File: src/hdl/updt_pkg.sv
// shared types, codes and widths for the udp port dispatch table
// no dependencies; imported by every other file of the block
package updt_pkg;

    localparam int CMD_W    = 2;
    localparam int PORT_W   = 16;
    localparam int HID_W    = 8;
    localparam int STATUS_W = 3;

    localparam int DEF_ENTRIES       = 16;
    localparam int DEF_HANDLER_WIDTH = 8;

    // command codes
    localparam logic [CMD_W-1:0] CMD_LOOKUP     = 2'd0;
    localparam logic [CMD_W-1:0] CMD_REGISTER   = 2'd1;
    localparam logic [CMD_W-1:0] CMD_DEREGISTER = 2'd2;

    // status codes
    localparam logic [STATUS_W-1:0] ST_OK        = 3'd0;
    localparam logic [STATUS_W-1:0] ST_CONFLICT  = 3'd1;
    localparam logic [STATUS_W-1:0] ST_FULL      = 3'd2;
    localparam logic [STATUS_W-1:0] ST_NOT_FOUND = 3'd3;
    localparam logic [STATUS_W-1:0] ST_INVALID   = 3'd4;

    // controller to datapath
    typedef struct packed {
        logic load;
        logic scan;
        logic finish;
    } t_dp_cmd;

    // datapath to controller
    typedef struct packed {
        logic scan_done;
    } t_dp_status;

endpackage

File: src/hdl/updt_ctrl.sv
// sequencing state machine: accept, scan, commit and response handshake
// depends on updt_pkg for the command and status structs
module updt_ctrl
    import updt_pkg::*;
(
    input  logic       i_clk,
    input  logic       i_rst_n,
    input  logic       i_req_valid,
    output logic       o_req_ready,
    input  logic       i_rsp_ready,
    output logic       o_rsp_valid,
    input  t_dp_status i_status,
    output t_dp_cmd    o_cmd
);

    localparam logic [1:0] S_IDLE   = 2'd0;
    localparam logic [1:0] S_SCAN   = 2'd1;
    localparam logic [1:0] S_FINISH = 2'd2;

    logic [1:0] r_state, n_state;
    logic       r_out_valid, n_out_valid;

    always_comb begin
        o_cmd.load   = (r_state == S_IDLE) && i_req_valid;
        o_cmd.scan   = (r_state == S_SCAN);
        o_cmd.finish = (r_state == S_FINISH) && (!r_out_valid || i_rsp_ready);
    end

    always_comb begin
        n_state = r_state;
        case (r_state)
            S_IDLE: begin
                if (o_cmd.load) n_state = S_SCAN;
            end
            S_SCAN: begin
                if (i_status.scan_done) n_state = S_FINISH;
            end
            S_FINISH: begin
                if (o_cmd.finish) n_state = S_IDLE;
            end
            default: begin
                n_state = S_IDLE;
            end
        endcase
    end

    // response register: a new result may load as the old one leaves
    always_comb begin
        if (o_cmd.finish) begin
            n_out_valid = 1'b1;
        end else if (i_rsp_ready) begin
            n_out_valid = 1'b0;
        end else begin
            n_out_valid = r_out_valid;
        end
    end

    always_ff @(posedge i_clk) begin
        if (!i_rst_n) begin
            r_state     <= S_IDLE;
            r_out_valid <= 1'b0;
        end else begin
            r_state     <= n_state;
            r_out_valid <= n_out_valid;
        end
    end

    assign o_req_ready = (r_state == S_IDLE);
    assign o_rsp_valid = r_out_valid;

endmodule

File: config.mk
export PLATFORM = sky130hd
export DESIGN_NAME = updt_ctrl
export DESIGN_NICKNAME = d
export VERILOG_FILES = /design/src/hdl/updt_pkg.sv /design/src/hdl/updt_ctrl.sv
export SDC_FILE = /design/constraint.sdc
export NUM_CORES = 1
export LEC_CHECK = 0
export BUFFER_PORTS_ARGS = -buffer_cell sky130_fd_sc_hd__buf_4
export CELL_PAD_IN_SITES_DETAIL_PLACEMENT = 0
export CELL_PAD_IN_SITES_GLOBAL_PLACEMENT = 2
export CORE_AREA = 4 4 41 43
export CTS_CLUSTER_SIZE = 30
export DETAILED_ROUTE_END_ITERATION = 8
export DIE_AREA = 0 0 45 47
export GPL_TIMING_DRIVEN = 0
export PLACE_DENSITY = 0.58
export RECOVER_POWER = 25
export SLEW_MARGIN = 20
export SYNTH_ARGS = -nofsm -noshare
export SYNTH_HDL_FRONTEND = slang
export SYNTH_SLANG_ARGS = --single-unit
File: constraint.sdc
create_clock -name i_clk -period 1 [get_ports i_clk]
set_input_delay 0.2 -clock i_clk [delete_from_list [all_inputs] [get_ports i_clk]]
set_output_delay 0.2 -clock i_clk [all_outputs]
set_load 0.01 [all_outputs]
==> summary.md <==
| Metric | Value |
|---|---|
| Status | finished, violations left |
| Violated checks | setup timing |
| Routability cong. | 0.593 |
| Worst Skew | 0.000723 ns |
| First drt pass iteration count | 2 |
| Layout cells sized above 1 | just over 70% |
| Worst endpoint required time | about 0.8 ns |
| # fillers | 154 |
| Die width | 45 um |
| Max-slew headroom | 84.2% |
| Post-DP Area | 243 sq um |
| Syn nets | 22 |
| Max Slew Vio Count | 0 |
| CP arrival | about 0.96 ns |
| Crit-path slowest cell | dfxtp_4 |
| Layout Nets | 39 |
| Synth Area in Compound Gates | 16.0% |
| # placed instances | 41 |
| Pwr dens | 1370 nW/um^2 |
| Fin area | ~330 sq um |
| Top Ports | 10 |
| Vias/cell | 3.77 |
| Post-Synthesis Cell Area | roughly 160 sq um |
| Synth-to-Final Area Change | 114% |
| Largest net degree at the start of global routing | 6 |
| Drt drc | 0 |
| Total clock sinks | 3 |
| # hold bufs at CTS | 0 |
| RSZ-0062 raised after global routing | yes |
| R2R Setup Slk | around 0.060 ns |
| CP Launch Type | flop |
| Final worst slack | -0.164 ns |
| #FFs+latches synth | 3 |
| Port bufs | 9 |
| Cells on worst reg2reg path | 4 |
| Chip height | roughly 47 um |
| Fin. Hold Viols | 0 |
| Worst path bufs/invs | 1 |
| Async SR Flop Fraction | 0% |
| Global-route wire length before repair | 772 um |
| Most frequent cell after synthesis | dfxtp_1 |
| Min Tclk post-route | 1.16 ns |
| Largest cells by area after synthesis | dfxtp_1, a2111oi_2, nand2b_1, nor2b_1, nand4bb_1 |
| HPWL after DPL | approximately 300 um |
| Wire length per cell | ~10 um |
| Core area | 1300 sq um |
| EDFF count, synth | 0 |
| CP Capture Type | output port |
| Peak supply drop | 0.000451 V |
| Synth area leader | dfxtp_1 |
| Simple-gate share of the synthesized area | 38.4% |
| Initial core utilization | 12.0% |
| Std-Cell Rows | 13 |
| Final worst-path cycle share | 116% |
| Crit-path cells | nor2_4 -> and2_4 -> buf_6 |
| CP max FO | 4 |
| Worst setup path end | o_cmd[2] |
| Iteration-0 DRC count of the detailed router | 3 |
| Post-synthesis adder-cell area fraction | 0% |
| Worst setup startpoint | r_state[1]$_SDFFE_PN0P_ |
| Worst path depth | 3 |
| Post-Synthesis Cells | 17 |
| Cell variety after synth | 12 |
| Top post-synthesis cells by count | dfxtp_1, a21oi_1, nand2b_1, nor2b_1 |
| CTS tree | yes |
| Seq/Total Area, Yosys | 38.4% |
| TritonCTS Buffers | 3 |
| Antenna violations before repair | 0 |
| CP Class | flop to output port |
| Slew @ Worst Pin | roughly 0.24 ns |
| Final wirelength | roughly 480 um |
| Dpl ws | -0.0980 ns |
| Hold WC Path Type | primary input to flop |
| Clock Pin Slew Worst Setup and Hold Paths | approximately 0.040 ns |
| CP delay by family, top | flip-flops |
| Ant diodes | 0 |
| Layout Cells excl Fill | 48 |
| Max-Cap Viols | 0 |
| Die Area | ~2100 sq um |
| Total gr overflow | 0 |
| Mux share of post-synthesis cell area | 0% |
| Main combinational cell family by area after synthesis | simple AND/OR/NAND/NOR gates |
| Leakage power figure | around 0.00015 uW |
| Top cell type's share of synthesized area | 38.4% |
| Max stage delay on crit path | roughly 0.36 ns |
| H-tree levels | 1 |
| Synth warn | 0 |
| Final setup fails | 4 |
| Gr usage total | under 10% |
| Post-Synth XOR/XNOR Area | 0% |
| CTS root buf | clkbuf_4 |
| Fmax | 859 MHz |
| Vias in the first global route | 186 |
| R2r startpoint | r_state[1]$_SDFFE_PN0P_ |
| R2R Path End | r_state[1]$_SDFFE_PN0P_ |
| Syn_area_per_cell | 9.20 sq um |
| Ys flop type | dfxtp_1 |
| DR vias | between 150 and 200 |
| CTS Buffer Depth | 2 |
| ANT nets after route | 0 |
| Clk_lat worst skew | 0.23 ns |
## where the power goes
part | internal (uW) | total, uW | switching, uW
clock network | 150 | 216 | 66.5
registers | 125 | 135 | 10.4
logic | 70.2 | 107 | 37.2
total | 345 | 459 | 114
## per-stage QoR
step                      hold slack, ns  setup TNS, ns  util (%)  power, uW
after floorplan                    0.297              0         -        169
after global placement             0.401         -0.111      18.7        208
after detailed placement           0.401         -0.114      18.7        208
after CTS                          0.137         -0.414      22.6        439
after global routing               0.149         -0.744      25.7        489
final                              0.144         -0.567      25.7        459
## registers in the layout, indices dropped and copies added (netlist names)
register	count
o_rsp_valid	1
r_state	2
## area by class of cell
class                           instances  area, sq um  area share [%]
Clock buffer                            4         26.3            7.87
Inverter                                1         3.75            1.12
Multi-Input combinational cell         12          105            31.5
Sequential cell                         3         67.6            20.2
Tap cell                               15         18.8            5.62
Timing Repair Buffer                   13          113            33.7
## worst min path at each step
stage / from / endpoint / slack, ns / cells past startpoint
after floorplan: i_status / r_state[0]$_SDFFE_PN0P_ / 0.30 / 1
after global placement: i_status / r_state[0]$_SDFFE_PN0P_ / 0.40 / 2
after detailed placement: i_status / r_state[0]$_SDFFE_PN0P_ / 0.40 / 2
after CTS: i_status / r_state[0]$_SDFFE_PN0P_ / 0.14 / 2
after global routing: i_status / r_state[0]$_SDFFE_PN0P_ / 0.15 / 2
final: i_status / r_state[0]$_SDFFE_PN0P_ / 0.14 / 2
## cells by family after synthesis
logic type             count (synthesis)
DFF                                    3
and+or+nand+nor                        9
buffers and inverters                  2
AOI/OAI and AO/OA                      3
## routing by layer
layer | track usage (%) | vias to the layer above | share of wire (%) | wire [um]
met3 | 3.83 | 2 | 12 | 57
met4 | 5.26 | 0 | 2.7 | 13
met1 | 7.05 | 78 | 45 | 215
met2 | 5.93 | 13 | 41 | 195
li1 | - | 88 | - | -
met5 | 0 | - | 0 | 0
## timing repair
item / in CTS / in global routing
pin swaps: 0 / 3
gates resized for setup: 6 / 7
hold endpoints to repair: 0 / 0
buffers inserted: 2 / 2
endpoints found under the setup margin: 4 / 4
## placed cells by master, fill, tap and decap left out, drive strengths merged
cell type,netlist,final
nor2b,2,2
nand2b,2,2
a2111oi,1,1
nand3b,1,1
dfxtp,3,3
inv,1,1
nand4bb,1,1
clkbuf,0,4
nor2,2,2
and2,1,1
a21oi,2,2
buf,1,13
Power figures use the tool's default switching activity.
