File: config.mk
export PLATFORM = sky130hd
export DESIGN_NAME = updt_datapath
export DESIGN_NICKNAME = d
export VERILOG_FILES = /design/src/hdl/updt_pkg.sv /design/src/hdl/updt_datapath.sv
export SDC_FILE = /design/constraint.sdc
export NUM_CORES = 1
export LEC_CHECK = 0
export ABC_CLOCK_PERIOD_IN_PS = 2500
export BUFFER_PORTS_ARGS = -buffer_cell sky130_fd_sc_hd__buf_2
export CAP_MARGIN = 20
export CORE_AREA = 5 5 191 193
export DETAILED_ROUTE_END_ITERATION = 6
export DIE_AREA = 0 0 196 198
export GPL_TIMING_DRIVEN = 1
export PLACE_DENSITY = 0.73
export SETUP_SLACK_MARGIN = 0.02
export SYNTH_ARGS = -nofsm -noshare
export SYNTH_HDL_FRONTEND = slang
export SYNTH_SLANG_ARGS = --single-unit
File: constraint.sdc
create_clock -name i_clk -period 2.5 [get_ports i_clk]
set_input_delay 0.125 -clock i_clk [delete_from_list [all_inputs] [get_ports i_clk]]
set_output_delay 0.125 -clock i_clk [all_outputs]
set_load 0.01 [all_outputs]
File: src/hdl/updt_pkg.sv
// shared types, codes and widths for the udp port dispatch table
// no dependencies; imported by every other file of the block
package updt_pkg;

    localparam int CMD_W    = 2;
    localparam int PORT_W   = 16;
    localparam int HID_W    = 8;
    localparam int STATUS_W = 3;

    localparam int DEF_ENTRIES       = 16;
    localparam int DEF_HANDLER_WIDTH = 8;

    // command codes
    localparam logic [CMD_W-1:0] CMD_LOOKUP     = 2'd0;
    localparam logic [CMD_W-1:0] CMD_REGISTER   = 2'd1;
    localparam logic [CMD_W-1:0] CMD_DEREGISTER = 2'd2;

    // status codes
    localparam logic [STATUS_W-1:0] ST_OK        = 3'd0;
    localparam logic [STATUS_W-1:0] ST_CONFLICT  = 3'd1;
    localparam logic [STATUS_W-1:0] ST_FULL      = 3'd2;
    localparam logic [STATUS_W-1:0] ST_NOT_FOUND = 3'd3;
    localparam logic [STATUS_W-1:0] ST_INVALID   = 3'd4;

    // controller to datapath
    typedef struct packed {
        logic load;
        logic scan;
        logic finish;
    } t_dp_cmd;

    // datapath to controller
    typedef struct packed {
        logic scan_done;
    } t_dp_status;

endpackage

File: src/hdl/updt_datapath.sv
// slot memory, valid bits, scan pipeline, result logic and response payload
// depends on updt_pkg for codes, widths and the command and status structs
module updt_datapath
    import updt_pkg::*;
#(
    parameter int ENTRIES       = DEF_ENTRIES,
    parameter int HANDLER_WIDTH = DEF_HANDLER_WIDTH
) (
    input  logic                i_clk,
    input  logic                i_rst_n,
    input  t_dp_cmd             i_cmd,
    output t_dp_status          o_status,
    input  logic [CMD_W-1:0]    i_command,
    input  logic [PORT_W-1:0]   i_port,
    input  logic [HID_W-1:0]    i_handler_id,
    output logic [STATUS_W-1:0] o_status_code,
    output logic [HID_W-1:0]    o_found_handler
);

    localparam int AW = (ENTRIES > 1) ? $clog2(ENTRIES) : 1;
    localparam int CW = $clog2(ENTRIES + 1);
    localparam logic [CW-1:0] LAST_CNT = CW'(ENTRIES);

    logic [PORT_W-1:0]        mem_port    [ENTRIES];
    logic [HANDLER_WIDTH-1:0] mem_handler [ENTRIES];
    logic [ENTRIES-1:0]       r_valid;

    // captured request
    logic [CMD_W-1:0]         r_cmd;
    logic [PORT_W-1:0]        r_port;
    logic [HANDLER_WIDTH-1:0] r_h;
    logic [HANDLER_WIDTH-1:0] h_in;

    // scan pipeline
    logic [CW-1:0]            r_cnt;
    logic                     r_pend;
    logic                     issue;
    logic [PORT_W-1:0]        r_rd_port;
    logic [HANDLER_WIDTH-1:0] r_rd_h;
    logic                     r_rd_valid;
    logic [AW-1:0]            r_rd_idx;

    // scan findings
    logic                     r_hit;
    logic [AW-1:0]            r_hit_idx;
    logic [HANDLER_WIDTH-1:0] r_hit_h;
    logic                     r_free;
    logic [AW-1:0]            r_free_idx;

    // result
    logic [STATUS_W-1:0]      res_status;
    logic [HID_W-1:0]         res_found;
    logic                     do_write;
    logic                     do_clear;
    logic [HID_W-1:0]         hit_h_out;

    always_comb begin
        for (int i = 0; i < HANDLER_WIDTH; i++) begin
            h_in[i] = (i < HID_W) ? i_handler_id[i] : 1'b0;
        end
        for (int j = 0; j < HID_W; j++) begin
            hit_h_out[j] = (j < HANDLER_WIDTH) ? r_hit_h[j] : 1'b0;
        end
    end

    assign issue = i_cmd.scan && (r_cnt < LAST_CNT);
    assign o_status.scan_done = i_cmd.scan && (r_cnt == LAST_CNT) && !r_pend;

    always_comb begin
        res_status = ST_INVALID;
        res_found  = '0;
        do_write   = 1'b0;
        do_clear   = 1'b0;
        if (r_port != '0) begin
            case (r_cmd)
                CMD_LOOKUP: begin
                    if (r_hit) begin
                        res_status = ST_OK;
                        res_found  = hit_h_out;
                    end else begin
                        res_status = ST_NOT_FOUND;
                    end
                end
                CMD_REGISTER: begin
                    if (r_hit) begin
                        res_status = (r_hit_h == r_h) ? ST_OK : ST_CONFLICT;
                    end else if (r_free) begin
                        res_status = ST_OK;
                        do_write   = 1'b1;
                    end else begin
                        res_status = ST_FULL;
                    end
                end
                CMD_DEREGISTER: begin
                    if (r_hit) begin
                        res_status = ST_OK;
                        do_clear   = 1'b1;
                    end else begin
                        res_status = ST_NOT_FOUND;
                    end
                end
                default: begin
                    res_status = ST_INVALID;
                end
            endcase
        end
    end

    // control state
    always_ff @(posedge i_clk) begin
        if (!i_rst_n) begin
            r_valid <= '0;
            r_cnt   <= '0;
            r_pend  <= 1'b0;
            r_hit   <= 1'b0;
            r_free  <= 1'b0;
        end else if (i_cmd.load) begin
            r_cnt  <= '0;
            r_pend <= 1'b0;
            r_hit  <= 1'b0;
            r_free <= 1'b0;
        end else begin
            if (i_cmd.scan) begin
                r_pend <= issue;
                if (issue) r_cnt <= r_cnt + 1'b1;
            end
            if (r_pend) begin
                if (r_rd_valid && (r_rd_port == r_port) && !r_hit) r_hit <= 1'b1;
                if (!r_rd_valid && !r_free) r_free <= 1'b1;
            end
            if (i_cmd.finish && do_write) r_valid[r_free_idx] <= 1'b1;
            if (i_cmd.finish && do_clear) r_valid[r_hit_idx] <= 1'b0;
        end
    end

    // payload registers and slot memory
    always_ff @(posedge i_clk) begin
        if (i_cmd.load) begin
            r_cmd  <= i_command;
            r_port <= i_port;
            r_h    <= h_in;
        end
        if (issue) begin
            r_rd_port  <= mem_port[r_cnt[AW-1:0]];
            r_rd_h     <= mem_handler[r_cnt[AW-1:0]];
            r_rd_valid <= r_valid[r_cnt[AW-1:0]];
            r_rd_idx   <= r_cnt[AW-1:0];
        end
        if (r_pend && r_rd_valid && (r_rd_port == r_port) && !r_hit) begin
            r_hit_idx <= r_rd_idx;
            r_hit_h   <= r_rd_h;
        end
        if (r_pend && !r_rd_valid && !r_free) begin
            r_free_idx <= r_rd_idx;
        end
        if (i_cmd.finish && do_write) begin
            mem_port[r_free_idx]    <= r_port;
            mem_handler[r_free_idx] <= r_h;
        end
        if (i_cmd.finish) begin
            o_status_code   <= res_status;
            o_found_handler <= res_found;
        end
    end

endmodule

==> reports/results.tsv, run 1 <==
metric	value	unit
layout cell share with drive strength beyond 1	0.3176	
Final Cycle Share	0.9811	
ant diodes	0	
Nets	1034	
Switch Pwr	0.003349	W
detailed placement HPWL	22330	microns
Clock Latency Late Sink	560	ps
Initial Util	0.5440	
Final Hold Fails	0	
measured slew at the worst slew-check pin	1154	ps
ys flop type	edfxtp_1	
Post-Place Cells	1365	
CP Class	register to register	
vias in the first global route	9324	
pwr dens	759.9	nW/um^2
Area Overhead vs Synth	17.53	%
final WL	41810	microns
Crit path required time	2670	ps
outcome	finished clean	
R2R setup slack	50	ps
Synth cell types	38	
total grt overflow	0	
Crit. Startpoint	r_cmd[1]	
row cnt	68	
clock sink total	490	
Int Pwr	0.01335	W
Die X	196	microns
Root Buffer	clkbuf_16	
Comb power frac	0.034	
Top Ports	43	
Seq pwr share	0.551	
critical path data arrival time	2630	ps
Max Clk Rate	0.4077	GHz
die height	198	microns
Final ANT Viol Nets	0	
DR WL/cell	27.99	microns
Reg area	14480	sq um
DRC errors left	0	
Worst VDD drop	554.9	uV
critical path endpoint category	register	
GP Congestion	0.8384	
largest net degree at the start of global routing	36	
hold_sp	i_rst_n	
clk slew on worst S/H paths	60	ps
worst path cell trace	nor4bb_4, and2_4, nand4_1, buf_6, nor2_2	
final period demand of the worst path	2453	ps
# Max-Cap Violations	0	
sequential area share after synthesis	0.7740	
Port Buffer Count	42	
first drt pass iteration count	5	
via-per-instance ratio	6.154	
Async S/R FF share, synth	0	
Final Util	0.6394	
P_leak	6.821	nW
clock buffer count from CTS	49	
Clock power frac	0.415	
Avg Cell Area, Syn	21.92	sq um
slew margin rel.	0.2304	
H-tree levels	2	
Synth Net Count	886	
reg2reg path depth	5	
Hold Path Class	input pin to register	
Net Sw Frac	0.2005	
Die ar.	38810	sq um
critical path launch point type	register	
CTS max path bufs	3	
Layout Cells excl Fill	1494	
RSZ-0062 raised after global routing	yes	
CP max stage delay	800	ps
worst r2r src	r_cmd[1]	
Slowest cell on crit path	nor2_2	
TritonCTS clock tree	built	
DR vias	9194	
worst clock skew	18.15	ps
Reg-to-Reg End	mem_handler[3][2]	
Core Area	34370	sq um
flops & latches, synth	490	
fillcell total	2242	
global-route wire length before repair	61550	microns
count of flip-flops with a built-in enable after synthesis	466	
overall routing resource usage	0.2170	
end point of the critical path	mem_handler[3][2]	
Post-Syn Area	18700	sq um
worst-path maximum fanout	12	
yosys warns	0	
initial antenna violation count	0	
final setup vio count	0	
Iter 0 DRT Violations	936	
Gate Count Post-Synth	853	
Multi-input gate area	4257	sq um
Pins Over Slew Limit	0	
-- power groups by stage --
stage	sequential [W]	clock, W	combinational (W)
after detailed placement	0.00936	0	0.000535
after CTS	0.00919	0.00703	0.000577
after global routing	0.00920	0.00742	0.000614
after floorplan	0.00938	0	0.000265
final	0.00920	0.00693	0.000572
after global placement	0.00936	0	0.000527
-- synth_stat cells, types with 8 or more instances --
master / count / area share
buf_2: 9 / 0.0024
buf_6: 8 / 0.0048
a31oi_1: 16 / 0.0054
mux4_2: 125 / 0.15
nand2_1: 9 / 0.0018
clkbuf_1: 14 / 0.0028
buf_1: 12 / 0.0024
dfxtp_1: 24 / 0.026
nor3_1: 21 / 0.0056
edfxtp_1: 466 / 0.75
nand2b_1: 8 / 0.0027
nor4_1: 14 / 0.0047
and2_1: 9 / 0.0030
xor2_1: 26 / 0.012
nor2_1: 42 / 0.0084
-- sequential cells by signal (all words and copies together), names as in the netlist --
| name | flops |
|---|---|
| r_port | 16 |
| mem_handler | 128 |
| r_rd_idx | 4 |
| o_status_code | 3 |
| r_rd_port | 16 |
| r_hit_idx | 4 |
| r_free | 1 |
| o_found_handler | 8 |
| mem_port | 256 |
| r_free_idx | 4 |
| r_cnt | 5 |
| r_hit | 1 |
| r_h | 8 |
| r_cmd | 2 |
| r_valid | 16 |
| r_pend | 1 |
| r_rd_h | 8 |
| r_rd_valid | 1 |
| hit_h_out | 8 |
-- layer usage --
layer,share of wire,track usage,wire length [microns]
met4,0.027,0.05870,1113
met3,0.090,0.03709,3768
met5,0,0,0
met2,0.49,0.3532,20640
met1,0.39,0.3121,16290
-- logic make-up after synthesis --
kind of cell | Yosys count | synth area share
AO/OA/AOI/OAI | 33 | 0.01171
XOR/XNOR | 27 | 0.01265
adder cells (fa/ha/maj) | 2 | 0.001338
buffers and inverters | 48 | 0.01345
flip-flops | 490 | 0.7740
multiplexers | 125 | 0.1505
AND/OR/NAND/NOR | 128 | 0.03633
-- cell usage in the layout (no fill, tap or decap), drive strengths merged, types with 16 or more instances in the layout --
cell type and count:
a31oi 16, buf 100, clkbuf 63, clkinv 19
dfxtp 24, dlygate4sd3 29, edfxtp 466, mux4 125
nor2 53, nor3 21, xor2 26
-- stage by stage --
step	area [sq um]	worst slack (ps)	TNS, ps	hold WS [ps]	power (W)
finish	21980	47.14	0	114.2	0.01670
global route	21980	-42.61	-1104	116.4	0.01723
CTS	21930	39.41	0	74.82	0.01680
detailed placement	20010	-129.3	-9410	303.8	0.009900
global placement	20010	-9.459	-153.4	301.1	0.009886
floorplan	18710	-288.9	-73760	223.9	0.009649
-- worst min path at each step --
stage	end	slack, ps	cells after the start
floorplan	r_cmd[0]	220	0
global placement	r_h[3]	300	1
detailed placement	r_h[3]	300	1
CTS	r_cnt[3]	70	3
global route	r_cnt[1]	120	3
finish	r_cnt[3]	110	3
-- worst max-delay path: cells and delay by family (launching register included) --
kind / cells / cell delay, ps
DFF: 1 / 450
and+or+nand+nor: 4 / 1440
buffers and inverters: 1 / 190
-- final cells by class --
cell class / count / share of cell area
clock inverters: 26 / 0.01019
clock buffers: 63 / 0.05909
multi-input cells: 326 / 0.1937
flip-flops and latches: 490 / 0.6590
repair buffers: 129 / 0.05129
well taps: 455 / 0.02590
inverters: 5 / 0.0008539
-- repair_timing --
action / 4_1_cts / 5_1_grt
buffers inserted: 0 / 0
pin swaps: 11 / 2
gates cloned: 9 / 2
gates resized for setup: 10 / 7
setup endpoints to repair: 227 / 114
endpoints found under the hold margin: 43 / 0
hold buffers: 29 / 0
(Power assumes the default switching activity.)
==> inputs of run 2 (changes only) <==
- ABC_AREA: unset -> 1
- CORE_AREA: 5 5 191 193 -> 5 5 195 197
- DIE_AREA: 0 0 196 198 -> 0 0 200 202
- PLACE_DENSITY: 0.73 -> 0.74
==> run 2 against run 1 <==
  * Sequential cell count is the same
  * Non-clock buffer count up 21
  * Clock skew grew 0.61 ps
  * Critical path depth did not move
  * Global-route usage increased by 1.5 points
  * Synthesized area is 4.9% higher
  * Worst hold slack lost 25 ps
  * Sequential share of layout area down 1.6 points
  * Die area rose by 4.1%
  * First-iteration DRC count increased by 46%
  * Critical endpoint is now o_status
  * Largest power group unchanged
==> reports/results.tsv, run 2 <==
metric	value	unit
Avg Cell Area, Syn	12.53	sq um
worst-path maximum fanout	97	
worst clock skew	18.76	ps
final setup vio count	0	
first drt pass iteration count	5	
# Max-Cap Violations	0	
Largest regs	mem_port x256, mem_handler x128	
count of flip-flops with a built-in enable after synthesis	466	
Hold Path Depth	2	
Seq pwr share	0.547	
Async S/R FF share, synth	0	
Synth cell types	33	
clock buffer count from CTS	48	
yosys warns	0	
Net Sw Frac	0.2096	
CP Class	register to output port	
RSZ-0062 raised after global routing	no	
cell taking the most area after synthesis	edfxtp_1	
Slowest cell on crit path	inv_8	
Root Buffer	clkbuf_16	
ys flop type	edfxtp_1	
Comb power frac	0.049	
most frequent cells in the layout	466 x edfxtp_1, 261 x nor2_1, 196 x nand2_1	
setup TNS	0	ps
DR WL/cell	21.48	microns
Initial Util	0.5437	
Gate Count Post-Synth	1566	
slew margin rel.	0.4010	
outcome	finished clean	
critical path launch point type	register	
share of the synthesized area in the top cell type	0.7133	
Max Clk Rate	0.4536	GHz
H-tree levels	2	
worst path cell trace	inv_8, ha_1, nand3_1, nor3_1, buf_2	
TritonCTS clock tree	built	
DR vias	12820	
die height	202	microns
reg2reg path depth	7	
total grt overflow	0	
measured slew at the worst slew-check pin	891.7	ps
ant diodes	0	
Iter 0 DRT Violations	1371	
Largest register FFs	256	
most common cell after layout, fill and taps aside	edfxtp_1	
Area contributors post-synth	edfxtp_1 71%, nor2_1 5.1%, o21ai_0 4.1%	
commonest cells in the netlist	466 x edfxtp_1, 265 x nor2_1, 196 x nand2_1	
Clock Latency Late Sink	580	ps
Area Overhead vs Synth	14.70	%
Die X	200	microns
Clock power frac	0.404	
largest net degree at the start of global routing	108	
Synth Net Count	1599	
clock sink total	490	
Switch Pwr	0.003513	W
Crit path required time	2380	ps
Final ANT Viol Nets	0	
Post-Syn Area	19620	sq um
sequential area share after synthesis	0.7378	
count leader, synth	edfxtp_1	
vias in the first global route	12450	
via-per-instance ratio	5.871	
overall routing resource usage	0.2322	
total power	0.01676	W
critical path endpoint category	output port	
Nets	1713	
pwr dens	744.8	nW/um^2
Int Pwr	0.01325	W
Pins Over Slew Limit	0	
Top Ports	43	
Post-Place Cells	2070	
layout cell share with drive strength beyond 1	0.1318	
Final Hold Fails	0	
Hold Path Class	input pin to register	
Final Cycle Share	0.8819	
Die ar.	40400	sq um
P_leak	7.854	nW
GP Congestion	0.8407	
Port Buffer Count	42	
flops & latches, synth	490	
final period demand of the worst path	2205	ps
critical path data arrival time	2080	ps
CTS max path bufs	3	
Layout Cells excl Fill	2183	
final WL	46900	microns
initial antenna violation count	0	
Core Area	36080	sq um
DRC errors left	0	
row cnt	70	
Worst VDD drop	620.5	uV
clk slew on worst S/H paths	60	ps
global-route wire length before repair	71970	microns
detailed placement HPWL	27050	microns
setup bufs post-CTS	0	
Biggest register	mem_port	
CP max stage delay	430	ps
-- run 2: cell type report --
class | instances | area (sq um)
multi-input combinational | 909 | 4462
fill | 2653 | 13580
timing repair buffer | 150 | 1211
sequential | 490 | 14480
clock inverter | 20 | 137.6
tap | 468 | 585.6
inverter | 81 | 311.5
clock buffer | 65 | 1316
-- run 2: path summary, 6_finish.rpt --
kind	startpoint	end	slack, ps
max	r_cnt[0]	o_status	300
min	i_cmd[0]	o_found_handler[0]	90
max reg2reg	r_cmd[1]	mem_port[6][1]	350
min reg2reg	r_rd_h[4]	hit_h_out[4]	420
-- run 2: logic make-up after synthesis --
group / count (synthesis) / synth area share
and+or+nand+nor: 577 / 0.1246
DFF: 490 / 0.7378
AOI/OAI and AO/OA: 316 / 0.08699
buffers and inverters: 167 / 0.04311
xor gates and xnor gates: 14 / 0.006250
adders and majority gates: 2 / 0.001275
-- run 2: power by group through the flow --
stage | logic [W] | registers [W] | clock network [W]
detailed placement | 0.000791 | 0.00934 | 0
CTS | 0.000829 | 0.00916 | 0.00688
global route | 0.000910 | 0.00917 | 0.00721
floorplan | 0.000409 | 0.00940 | 0
finish | 0.000828 | 0.00916 | 0.00677
global placement | 0.000765 | 0.00933 | 0
-- run 2: what timing repair did --
action / 4_1_cts / 5_1_grt
gates resized for setup: 0 / 1
hold buffers: 28 / 0
hold endpoints to repair: 43 / 0
endpoints found under the setup margin: 0 / 1
-- run 2: routing by layer --
layer / track usage / vias up / part of all wire
li1: - / 5878 / -
met5: 0 / - / 0
met1: 0.3148 / 6237 / 0.39
met2: 0.3739 / 610 / 0.48
met3: 0.05134 / 91 / 0.095
met4: 0.08103 / 0 / 0.033
-- run 2: per-stage QoR --
stage / area, sq um / util / hold slack (ps) / setup slack [ps]
CTS: 22500 / 0.6235 / 55.14 / 111.9
floorplan: 19730 / - / 223.9 / -601.4
global route: 22500 / 0.6236 / 75.92 / 67.91
global placement: 20740 / 0.5749 / 302.4 / -31.00
detailed placement: 20770 / 0.5755 / 303.1 / 293.2
finish: 22500 / 0.6236 / 88.72 / 295.2
-- run 2: critical path: cells and delay by family (launching register included) --
family / cells / cell delay [ps]
adder cells (fa/ha/maj): 1 / 250
buffers and inverters: 2 / 610
flip-flops: 1 / 380
AND/OR/NAND/NOR: 2 / 270
